File: config.mk
export PLATFORM = sky130hd
export DESIGN_NAME = dah_div
export DESIGN_NICKNAME = d
export VERILOG_FILES = /design/src/dah_div.sv
export SDC_FILE = /design/constraint.sdc
export NUM_CORES = 1
export LEC_CHECK = 0
export ABC_AREA = 1
export BUFFER_PORTS_ARGS = -buffer_cell sky130_fd_sc_hd__buf_2
export CORE_MARGIN = 1.5
export CORE_UTILIZATION = 40
export CTS_CLUSTER_DIAMETER = 30
export DETAILED_ROUTE_END_ITERATION = 12
export GPL_ROUTABILITY_DRIVEN = 0
export SYNTH_ARGS = -nofsm -noshare
export SYNTH_HDL_FRONTEND = slang
export SYNTH_SLANG_ARGS = --single-unit
File: constraint.sdc
create_clock -name clk_i -period 1.9 [get_ports clk_i]
set_input_delay 0.285 -clock clk_i [delete_from_list [all_inputs] [get_ports clk_i]]
set_output_delay 0.285 -clock clk_i [all_outputs]
set_load 0.03 [all_outputs]
File: src/dah_div.sv
// ----------------------------------------------------------------------------
// dah_div
// Restoring divider of a heap position by the arity, one quotient bit a cycle.
// ----------------------------------------------------------------------------
module dah_div #(
  parameter int unsigned W = 8
) (
  input  logic         clk_i,
  input  logic         rst_ni,
  input  logic         start_i,
  input  logic [W-1:0] dividend_i,
  input  logic [3:0]   divisor_i,
  output logic         done_o,
  output logic [W-1:0] quotient_o
);
  localparam int unsigned CntW = $clog2(W + 1);

  logic [W-1:0]    dvd_q;
  logic [3:0]      rem_q;
  logic [CntW-1:0] cnt_q;
  logic            done_q;
  logic [4:0]      trial;
  logic            fits;

  assign trial = {rem_q, dvd_q[W-1]};
  assign fits  = trial >= {1'b0, divisor_i};

  always_ff @(posedge clk_i or negedge rst_ni) begin
    if (!rst_ni) begin
      cnt_q  <= '0;
      done_q <= 1'b0;
    end else begin
      done_q <= 1'b0;
      if (start_i) begin
        cnt_q <= CntW'(W);
      end else if (cnt_q != '0) begin
        cnt_q <= cnt_q - 1'b1;
        if (cnt_q == CntW'(1)) begin
          done_q <= 1'b1;
        end
      end
    end
  end

  always_ff @(posedge clk_i) begin
    if (start_i) begin
      dvd_q <= dividend_i;
      rem_q <= '0;
    end else if (cnt_q != '0) begin
      dvd_q <= {dvd_q[W-2:0], fits};
      rem_q <= fits ? 4'(trial - {1'b0, divisor_i}) : trial[3:0];
    end
  end

  assign done_o     = done_q;
  assign quotient_o = dvd_q;

endmodule

* Word level (Yosys, flattened, before mapping) *
Index checks and enable logic that the tools add are counted.

word-level totals
  bits in registers = 17
  bits of input ports = 15
  output and inout bits = 9
  logic and storage cells = 18

cells by class
  add/subtract/negate cells = 2
  $lt $le $gt $ge = 1
  eq/ne operators = 1
  mux-type cells = 8
  reduce and logical (&&, ||, !) cells = 2

operators by type and width
  operator                                              number
  two-way mux 8 bit                                     2
  two-way mux 4 bit                                     3
  greater-or-equal comparator 5 x 4 -> 1 bit            1
  equality test 4 x 1 -> 1 bit (second input constant)  1
  nonzero test 4 bit                                    1
  subtractor 4 x 1 -> 4 bit (second input constant)     1
  subtractor 4 bit                                      1
  two-way mux 1 bit                                     3
  nonzero test 2 bit                                    1

* Longest topological paths before layout *
Gate-level depths: netlist (run 1).

  word-level depth = 4
  depth in mapped cells = 10
  depth with buffers taken out = 10

* Worst setup path after synthesis (run 1) *
No wires, ideal clock.

  kind = register to register
  start point = reg dvd_q[7] (netlist: quotient_o[7])
  end point = reg rem_q[2]
  setup time = 113 ps
  arrival = 1471 ps
  data required time = 1787 ps
  path slack = 316 ps
  stages on the path, launching flop included = 8
  path buffers = 0
  period minus slack after synthesis = 1584 ps
  cells stage by stage = edfxtp_1 inv_1 ha_1 fa_1 xor2_1 nand2_1 nand3b_1 nand2_1

between the ends
  longest elaborated chain between the ends = 2
  elaborated cells between the ends (all ways) = 3
  those cells by class = add/sub: 1; order compare: 1; mux: 1

RTL lines
  what                                                                            line    RTL
  from (decl)                                                                     18      logic [W-1:0] dvd_q;
  from (signal assigned)                                                          47      dvd_q <= dividend_i;
  from (signal assigned)                                                          50      dvd_q <= {dvd_q[W-2:0], fits};
  subtractor 4 bit or greater-or-equal comparator 5 x 4 -> 1 bit (tied branches)  51, 26
  two-way mux 4 bit (*)                                                           51      rem_q <= fits ? 4'(trial - {1'b0, divisor_i}) : trial[3:0];
  to (signal assigned)                                                            51
  to (decl)                                                                       19      logic [3:0] rem_q;

Every way passes the cells marked *; elsewhere a longest branch is shown, timed or not.
A chain may end at the register's enable or synchronous reset.

* Worst setup path in the final report (run 1) *
  start point = reg dvd_q[7] (netlist: quotient_o[7])
  end point = reg rem_q[1]

The elaborated chain is that of the path after synthesis.

==> metrics.yaml, run 1 <==
top_layer: "met4"
gr-usage-all-layers_pct: 15.5
critPathLaunch: "quotient_o[7]$_DFFE_PP_"
fin_crit_ns: 1.50
netlist_area_um2: 960
io_pins: 24
powerDensity_mw_per_mm2: 1300
synth_area_leader_cell: "edfxtp_1"
drv_slew: 0
max-cap-violations: 0
status: "completed"
cts_setup_buffers: 0
finalClockSkew_ns: 0.00629
cp_num_buf_inv: 1
dr_wl_met2_um: 891
wl_per_cell_um: 10.9
max_stage_delay_ns: 0.45
drive_gt1_share_pct: 21.3
met1_length_um: 888
clk_pin_slew_ns: 0.10
fill_cells: 232
yosys_register_bits: 17
yosysWarnings: 0
crit_fanout: 3
arrival_ns: 1.72
timing.setup.tns_ns: 0
r2r-start: "quotient_o[7]$_DFFE_PP_"
dp_hpwl_um: 1400
whs_ns: 0.264
dp_slack_ns: 0.333
ir_drop_mv: 0.606
cts_buffer_depth: 2
clock_latency_ns: 0.29
synth.top_cell.area_share_pct: 25.0
synth_seq_area_share_pct: 46.4
final_net_count: 165
seqCellArea_um2: 445
cts_tree: "done"
io_buffers: 23
synth_nets: 138
drt_iter0_drc: 19
cp_top_family: "adder cells"
die_area_mm2: 0.00270
rsz0062_at_grt: "no"
dr.pass1.iters: 4
whs_path_depth: 3
ys_top_cells_by_area: "edfxtp_1 25%, nand2_1 14%, dfrtp_1 13%"
min_to: "quotient_o[1]$_DFFE_PP_"
grt_max_degree: 16
final.setup.worst_slack_ns: 0.403
crit_path_end_kind: "register"
p_leak_uw: 0.000595
syn_inst: 115
final_hold_viol_count: 0
crit_chain: "inv_1, ha_1, fa_1, a21oi_1, nor2_1, nor2_1"
slew_headroom_pct: 70.2
crit_required_ns: 2.12
placed_area_mm2: 0.00110
synth_cell_type_count: 20
die_y_um: 52.0
rrSetupSlack_ns: 0.40
gr-total-overflow: 0
finalWirelength_um: 1840
clock_sinks: 17
period_share_pct: 78.8
ant_nets: 0
worst_pin_slew_ns: 0.446
path_common_cell: "nor2_1"
rows: 17
area_delta_synth_final_pct: 18.8
design_area_mm2: 0.00114
viasPerCell: 4.64
start_kind: "register"
cpMaxStageDelayCell: "fa_1"
drc: 0
start_util_pct: 43.0
worstHoldPathType: "input port to register"
grt_pass1_wl_um: 3100
wl_met3_um: 52
reg2reg_to: "rem_q[1]$_SDFFE_PP0N_"
numCtsBuffers: 3
multi_input_area_um2: 454
grt_pass1_vias: 749
htreeDepth: 1
setup_viol_count_final: 0
critical_path_class: "register to register"
diodes: 0
root_buffer: "clkbuf_4"
coreArea_mm2: 0.00223
hp-start: "dividend_i[1]"
timing.fmax_mhz: 668
synth_area_per_cell_um2: 8.34
vias: 785
worst-r2r-cell-count: 6
antenna_found_initial: 0
die_w_um: 52.0
-- Yosys cell counts --
cell and number:
nor2_1 12, dfxtp_1 4, fa_1 1, xnor2_1 1, o21ai_0 5, o22ai_1 1
ha_1 7, o21a_4 1, edfxtp_1 8, nand2_1 37, nand2_2 1, a31oi_1 1
buf_2 3, dfrtp_1 5, inv_1 12, nand3_1 6, xor2_1 2, a21oi_1 4
nand3b_1 3, nor3_1 1
-- repair_timing --
item / 4_1_cts / 5_1_grt
hold buffers: 1 / 0
hold endpoints to repair: 5 / 0
resized for setup: 0 / 0
-- worst max path at each step --
stage | end | slack [ns] | cells past startpoint
detailed placement | quotient_o[0]$_DFFE_PP_ | 0.33 | 7
CTS | rem_q[1]$_SDFFE_PP0N_ | 0.40 | 6
global route | rem_q[1]$_SDFFE_PP0N_ | 0.28 | 6
global placement | quotient_o[0]$_DFFE_PP_ | 0.38 | 7
floorplan | rem_q[2]$_SDFFE_PP0N_ | 0.32 | 7
finish | rem_q[1]$_SDFFE_PP0N_ | 0.40 | 6
-- state kept, by name, summed over array words and instances (netlist names) --
signal,flops
quotient_o,8
cnt_q,4
rem_q,4
done_o,1
-- cells in the final DEF, fill, tap and decap left out, drive strengths merged --
cell type | Yosys | routed
clkinv | 0 | 1
dlygate4sd3 | 0 | 1
a31oi | 1 | 1
o21ai | 5 | 5
o22ai | 1 | 1
o21a | 1 | 1
clkbuf | 0 | 3
nand2 | 38 | 38
nor3 | 1 | 1
dfrtp | 5 | 5
edfxtp | 8 | 8
buf | 3 | 24
nand3b | 3 | 3
ha | 7 | 7
nand3 | 6 | 6
a21oi | 4 | 4
dfxtp | 4 | 4
inv | 12 | 12
xnor2 | 1 | 1
xor2 | 2 | 2
nor2 | 12 | 12
fa | 1 | 1
-- worst min-delay path, stage by stage --
cell,delay [ns]
buf_2,0.07
nand2_1,0.04
nand2_1,0.05
-- cell type report --
class	count	area share (%)
well taps	28	3.07
multi-input cells	83	39.8
repair buffers	25	11.6
flip-flops and latches	17	39.1
clock inverters	1	0.439
clock buffers	3	1.98
inverters	12	3.95
-- metal layers --
| layer | global-route usage, % | up-vias |
|---|---|---|
| met3 | 5.17 | 2 |
| met4 | 3.95 | 0 |
| met5 | 0 | - |
| li1 | - | 424 |
| met2 | 26.4 | 11 |
| met1 | 18.7 | 348 |
-- report_power, final --
group	total [µW]	switching, µW	internal [µW]
combinational	711	435	276
sequential	585	72.5	512
clock	190	112	78.1
total	1490	619	866
-- cell families after synthesis --
family | share of synthesized area [%]
compound gates | 7.56
xor+xnor | 2.74
fa+ha+maj | 11.2
buf+inv | 6.26
flops | 46.4
simple gates | 25.8
-- stage by stage --
| stage | total power, µW | std cells | util [%] |
|---|---|---|---|
| 6_report | 1490 | 169 | 51.0 |
| 5_1_grt | 1620 | 169 | 51.0 |
| 4_1_cts | 1500 | 169 | 51.0 |
| 3_5_place_dp | 1300 | 164 | 49.4 |
| 3_3_place_gp | 1300 | 164 | 49.4 |
| 2_1_floorplan | 1140 | 115 | - |
Power figures use the tool's default switching activity.
==> run 2: changes to the inputs <==
--- a/config.mk
+++ b/config.mk
@@ -12,6 +12,7 @@
 export CTS_CLUSTER_DIAMETER = 30
 export DETAILED_ROUTE_END_ITERATION = 12
 export GPL_ROUTABILITY_DRIVEN = 0
+export PLACE_DENSITY = 0.65
 export SYNTH_ARGS = -nofsm -noshare
 export SYNTH_HDL_FRONTEND = slang
 export SYNTH_SLANG_ARGS = --single-unit
==> constraint.sdc (replaced) <==
create_clock -name clk_i -period 1.37 [get_ports clk_i]
set_input_delay 0.2055 -clock clk_i [delete_from_list [all_inputs] [get_ports clk_i]]
set_output_delay 0.2055 -clock clk_i [all_outputs]
set_load 0.03 [all_outputs]
==> run 2 against run 1 <==
Power rose by 58%. Highest routed layer unchanged. Sequential share of layout area down 4.4 points. Count of clock-buffer cells in the layout stayed put. Critical endpoint unchanged. Sequential power is 42% higher. The run now ends with negative setup slack left.
==> metrics.yaml, run 2 (same netlist as run 1, synthesis figures left out) <==
crit_path_end_kind: "register"  # unchanged
finalWirelength_um: 2060  # was 1840 µm
drive_gt1_share_pct: 34.5  # was 21.3%
grt_max_degree: 16  # unchanged
final_hold_viol_count: 0  # unchanged
failed_checks: "negative setup slack"
crit_required_ns: 1.56  # was 2.12 ns
die_area_mm2: 0.00270  # unchanged
viasPerCell: 4.77  # was 4.64
drc: 0  # unchanged
coreArea_mm2: 0.00223  # unchanged
cpMaxStageDelayCell: "fa_2"  # was fa_1
path_common_cell: "nor2_1"  # unchanged
design_area_mm2: 0.00128  # was 0.00114 mm²
vias: 840  # was 785
final.setup.worst_slack_ns: -0.00114  # was 0.403 ns
rsz0062_at_grt: "yes"  # was no
root_buffer: "clkbuf_4"  # unchanged
slew_headroom_pct: 70.8  # was 70.2%
grt_pass1_vias: 784  # was 749
ir_drop_mv: 1.15  # was 0.606 mV
powerDensity_mw_per_mm2: 1830  # was 1300 mW/mm²
mostFrequentLayoutCells: "35 x nand2_1, 22 x buf_2, 11 x nor2_1"  # was 37 x nand2_1, 23 x buf_2, 12 x inv_1, 12 x nor2_1, 8 x edfxtp_1
io_buffers: 23  # unchanged
gr-total-overflow: 0  # unchanged
cts_tree: "done"  # unchanged
worst-r2r-cell-count: 6  # unchanged
status: "finished with violations"  # was completed
start_util_pct: 43.0  # unchanged
rows: 17  # unchanged
start_kind: "register"  # unchanged
worst_pin_slew_ns: 0.437  # was 0.446 ns
setup_viol_count_final: 1  # was 0
grt_pass1_wl_um: 3350  # was 3100 µm
crit_fanout: 3  # unchanged
wl_per_cell_um: 11.7  # was 10.9 µm
cts_buffer_depth: 2  # unchanged
period_share_pct: 100  # was 78.8%
arrival_ns: 1.56  # was 1.72 ns
max-cap-violations: 0  # unchanged
dp_slack_ns: -0.121  # was 0.333 ns
whs_path_depth: 3  # unchanged
placed_area_mm2: 0.00117  # was 0.00110 mm²
dr.pass1.iters: 4  # unchanged
cp_num_buf_inv: 1  # unchanged
die_y_um: 52.0  # unchanged
ant_nets: 0  # unchanged
drt_iter0_drc: 10  # was 19
drv_slew: 0  # unchanged
fin_crit_ns: 1.37  # was 1.50 ns
numCtsBuffers: 3  # unchanged
die_w_um: 52.0  # unchanged
crit_chain: "inv_2, ha_4, fa_2, a21oi_2, nor2_1, nor2_1"  # was inv_1, ha_1, fa_1, a21oi_1, nor2_1, nor2_1
clock_sinks: 17  # unchanged
power.total_uw: 2350  # was 1490 µW
p_leak_uw: 0.000635  # was 0.000595 µW
largest_reg_flops: 8  # unchanged
antenna_found_initial: 0  # unchanged
critical_path_cell_count: 6  # unchanged
cp_top_family: "adder cells"  # unchanged
timing.setup.tns_ns: -0.00114  # was 0 ns
dp_hpwl_um: 1520  # was 1400 µm
finalClockSkew_ns: 0.00728  # was 0.00629 ns
area_delta_synth_final_pct: 33.9  # was 18.8%
timing.fmax_mhz: 729  # was 668 MHz
worstHoldPathType: "input port to register"  # unchanged
gr-usage-all-layers_pct: 17.0  # was 15.5%
clock_latency_ns: 0.29  # about the same
htreeDepth: 1  # unchanged
diodes: 0  # unchanged
io_pins: 24  # unchanged
final_net_count: 172  # was 165
clk_pin_slew_ns: 0.10  # about the same
max_stage_delay_ns: 0.53  # was 0.45 ns
final_common_cell: "nand2_1"  # unchanged
critical_path_class: "register to register"  # unchanged
-- run 2: area by class of cell --
| type | count | area, µm² |
|---|---|---|
| Fill cell | 217 | 948 |
| Inverter | 12 | 45.0 |
| Sequential cell | 17 | 445 |
| Multi-Input combinational cell | 83 | 528 |
| Clock buffer | 3 | 22.5 |
| Clock inverter | 1 | 5.00 |
| Timing Repair Buffer | 32 | 204 |
| Tap cell | 28 | 35.0 |
-- run 2: where the power goes --
part	internal (µW)	leakage (µW)	switching, µW
combinational	556	0.000435	695
clock	109	0.0000177	159
sequential	711	0.000182	117
-- run 2: worst register-to-register path, stage by stage, from the launching register on --
cell	delay [ns]
edfxtp_1	0.37
inv_2	0.05
ha_4	0.16
fa_2	0.53
a21oi_2	0.03
nor2_1	0.09
nor2_1	0.04
-- run 2: final timing paths --
kind	from	endpoint	slack, ns
setup / recovery	quotient_o[7]$_DFFE_PP_	rem_q[1]$_SDFFE_PP0N_	-0.001
hold / removal	dividend_i[4]	quotient_o[4]$_DFFE_PP_	0.18
setup reg to reg	quotient_o[7]$_DFFE_PP_	rem_q[1]$_SDFFE_PP0N_	-0.001
hold reg to reg	rem_q[2]$_SDFFE_PP0N_	rem_q[2]$_SDFFE_PP0N_	0.52
max in group asynchronous	rst_ni	cnt_q[2]$_DFFE_PN0P_	1.01
min in group asynchronous	rst_ni	cnt_q[3]$_DFFE_PN0P_	0.23
-- run 2: repair_timing --
action | CTS | global route
resized for setup | 4 | 10
setup buffers | 1 | 0
endpoints found under the setup margin | 5 | 15
pin swaps | 3 | 2
endpoints found under the hold margin | 5 | 0
hold buffers | 1 | 0
cloned | 0 | 0
-- run 2: metal layers --
metal / global-route usage (%) / wire, µm / share of wire, % / vias to the layer above
met3: 5.17 / 76 / 3.7 / 2
met2: 28.7 / 1050 / 51 / 15
met5: 0 / 0 / 0 / -
li1: - / - / - / 435
met1: 21.1 / 914 / 44 / 388
met4: 3.95 / 12 / 0.58 / 0
-- run 2: metrics by stage --
step | utilization (%) | cells | hold slack (ns)
floorplan | - | 115 | -0.0901
global placement | 52.6 | 170 | 0.0187
detailed placement | 52.6 | 170 | 0.0221
CTS | 55.6 | 176 | 0.166
global route | 57.5 | 176 | 0.175
finish | 57.5 | 176 | 0.178
==> run 3: changes to the inputs <==
==> constraint.sdc (replaced) <==
create_clock -name clk_i -period 1.25 [get_ports clk_i]
set_input_delay 0.1875 -clock clk_i [delete_from_list [all_inputs] [get_ports clk_i]]
set_output_delay 0.1875 -clock clk_i [all_outputs]
set_load 0.03 [all_outputs]
==> run 3 against run 2 <==
The run still ends with negative setup slack left. Final area rose by 11%. Non-clock buffer count grew 9. Setup slack worse by 0.13 ns. Die area unchanged.
==> metrics.yaml, run 3 (same netlist as run 1, synthesis figures left out) <==
dr.pass1.iters: 4  # unchanged
dp_slack_ns: -0.237  # was -0.121 ns
crit_chain: "inv_2, ha_4, fa_2, a21oi_2, nor2_2, nor2_1"  # was inv_2, ha_4, fa_2, a21oi_2, nor2_1, nor2_1
viasPerCell: 4.74  # was 4.77
drv_slew: 0  # unchanged
antenna_found_initial: 0  # unchanged
io_pins: 24  # unchanged
root_buffer: "clkbuf_4"  # unchanged
cp_num_buf_inv: 1  # unchanged
htreeDepth: 1  # unchanged
cts_buffer_depth: 2  # unchanged
max-cap-violations: 0  # unchanged
start_util_pct: 43.0  # unchanged
clock_latency_ns: 0.28  # was 0.29 ns
status: "finished with violations"  # unchanged
met3_usage_pct: 3.74  # was 5.17%
hp-start: "dividend_i[3]"  # was dividend_i[4]
crit_fanout: 3  # unchanged
rsz0062_at_grt: "yes"  # unchanged
crit_path_end_kind: "register"  # unchanged
critPathLaunch: "quotient_o[7]$_DFFE_PP_"  # unchanged
grt_max_degree: 11  # was 16
grt_pass1_vias: 861  # was 784
cpMaxStageDelayCell: "fa_2"  # unchanged
grt_pass1_wl_um: 3550  # was 3350 µm
final_net_count: 182  # was 172
ir_drop_mv: 1.27  # was 1.15 mV
whs_ns: 0.162  # was 0.178 ns
drt_iter0_drc: 29  # was 10
wl_per_cell_um: 11.8  # was 11.7 µm
area_delta_synth_final_pct: 48.2  # was 33.9%
powerDensity_mw_per_mm2: 2000  # was 1830 mW/mm²
drc: 0  # unchanged
finalWirelength_um: 2190  # was 2060 µm
period_share_pct: 110  # was 100%
timing.fmax_mhz: 726  # was 729 MHz
numCtsBuffers: 3  # unchanged
worst_pin_slew_ns: 0.289  # was 0.437 ns
clock_sinks: 17  # unchanged
grt_util_met2_pct: 32.9  # was 28.7%
die_w_um: 52.0  # unchanged
grt-busiest-layer: "met2"  # unchanged
io_buffers: 23  # unchanged
dp_hpwl_um: 1570  # was 1520 µm
die_y_um: 52.0  # unchanged
final_hold_viol_count: 0  # unchanged
start_kind: "register"  # unchanged
critical_path_cell_count: 6  # unchanged
ant_nets: 0  # unchanged
fin_crit_ns: 1.38  # was 1.37 ns
cts_tree: "done"  # unchanged
mostFrequentLayoutCells: "32 x nand2_1, 22 x buf_2, 16 x buf_4"  # was 35 x nand2_1, 22 x buf_2, 11 x nor2_1
whs_path_depth: 3  # unchanged
vias: 881  # was 840
largest_reg_flops: 8  # unchanged
setup_viol_count_final: 6  # was 1
clk_pin_slew_ns: 0.10  # about the same
worst-r2r-cell-count: 6  # unchanged
drive_gt1_share_pct: 45.6  # was 34.5%
critical_path_class: "register to register"  # unchanged
r2r-start: "quotient_o[7]$_DFFE_PP_"  # unchanged
final.setup.worst_slack_ns: -0.128  # was -0.00114 ns
die_area_mm2: 0.00270  # unchanged
cp_top_family: "adder cells"  # unchanged
slew_headroom_pct: 80.7  # was 70.8%
failed_checks: "negative setup slack"  # unchanged
gr-total-overflow: 0  # unchanged
worstHoldPathType: "input port to register"  # unchanged
finalClockSkew_ns: 0.00585  # was 0.00728 ns
p_leak_uw: 0.000693  # was 0.000635 µW
arrival_ns: 1.60  # was 1.56 ns
grtUsageMet1_pct: 21.0  # was 21.1%
rows: 17  # unchanged
final_common_cell: "nand2_1"  # unchanged
crit_required_ns: 1.47  # was 1.56 ns
coreArea_mm2: 0.00223  # unchanged
diodes: 0  # unchanged
gr-usage-all-layers_pct: 18.0  # was 17.0%
max_stage_delay_ns: 0.44  # was 0.53 ns
-- run 3: metal layers --
metal  part of all wire (%)  vias to the layer above
li1                       -                      455
met1                     42                      408
met2                     54                       16
met3                    2.8                        2
met4                   0.59                        0
met5                      0                        -
-- run 3: final cells by class --
type / instances / area (µm²)
multi-input combinational: 83 / 599
timing repair buffer: 41 / 263
sequential: 17 / 447
tap: 28 / 35.0
fill: 199 / 811
clock buffer: 4 / 26.3
timing repair inverter: 1 / 7.51
inverter: 12 / 45.0
-- run 3: path summary, 6_finish.rpt --
check / endpoint / slack [ns]
setup reg to reg: rem_q[1]$_SDFFE_PP0N_ / -0.13
max in group asynchronous: cnt_q[3]$_DFFE_PN0P_ / 0.89
setup / recovery: rem_q[1]$_SDFFE_PP0N_ / -0.13
hold / removal: quotient_o[3]$_DFFE_PP_ / 0.16
hold reg to reg: quotient_o[6]$_DFFE_PP_ / 0.55
min in group asynchronous: cnt_q[0]$_DFFE_PN0P_ / 0.24
-- run 3: metrics by stage --
stage               instance area, µm²  util (%)  setup TNS (ns)  total power (µW)  cells
CTS                               1340      60.2          -0.541              2640    186
global placement                  1210      54.1          -0.636              2120    176
global route                      1420      63.7           -1.07              3090    186
floorplan                          975         -           -1.17              1750    115
finish                            1420      63.7          -0.392              2850    186
detailed placement                1210      54.1          -0.996              2160    176
-- run 3: worst min-delay path, cell delays in order --
cell and delay [ns]:
buf_2 0.07, nand2_1 0.04, nand2_1 0.05
-- run 3: what timing repair did --
action                                  4_1_cts  5_1_grt
resized for setup                            17       14
hold endpoints to repair                      5        0
gates cloned                                  1        0
endpoints found under the setup margin       14       13
setup buffers                                 4        0
hold buffers                                  1        0
pin swaps                                     5       11
-- run 3: power by group --
group / internal (µW) / switching, µW / leakage, µW
sequential: 782 / 135 / 0.000182
combinational: 766 / 873 / 0.000496
clock: 124 / 167 / 0.0000150
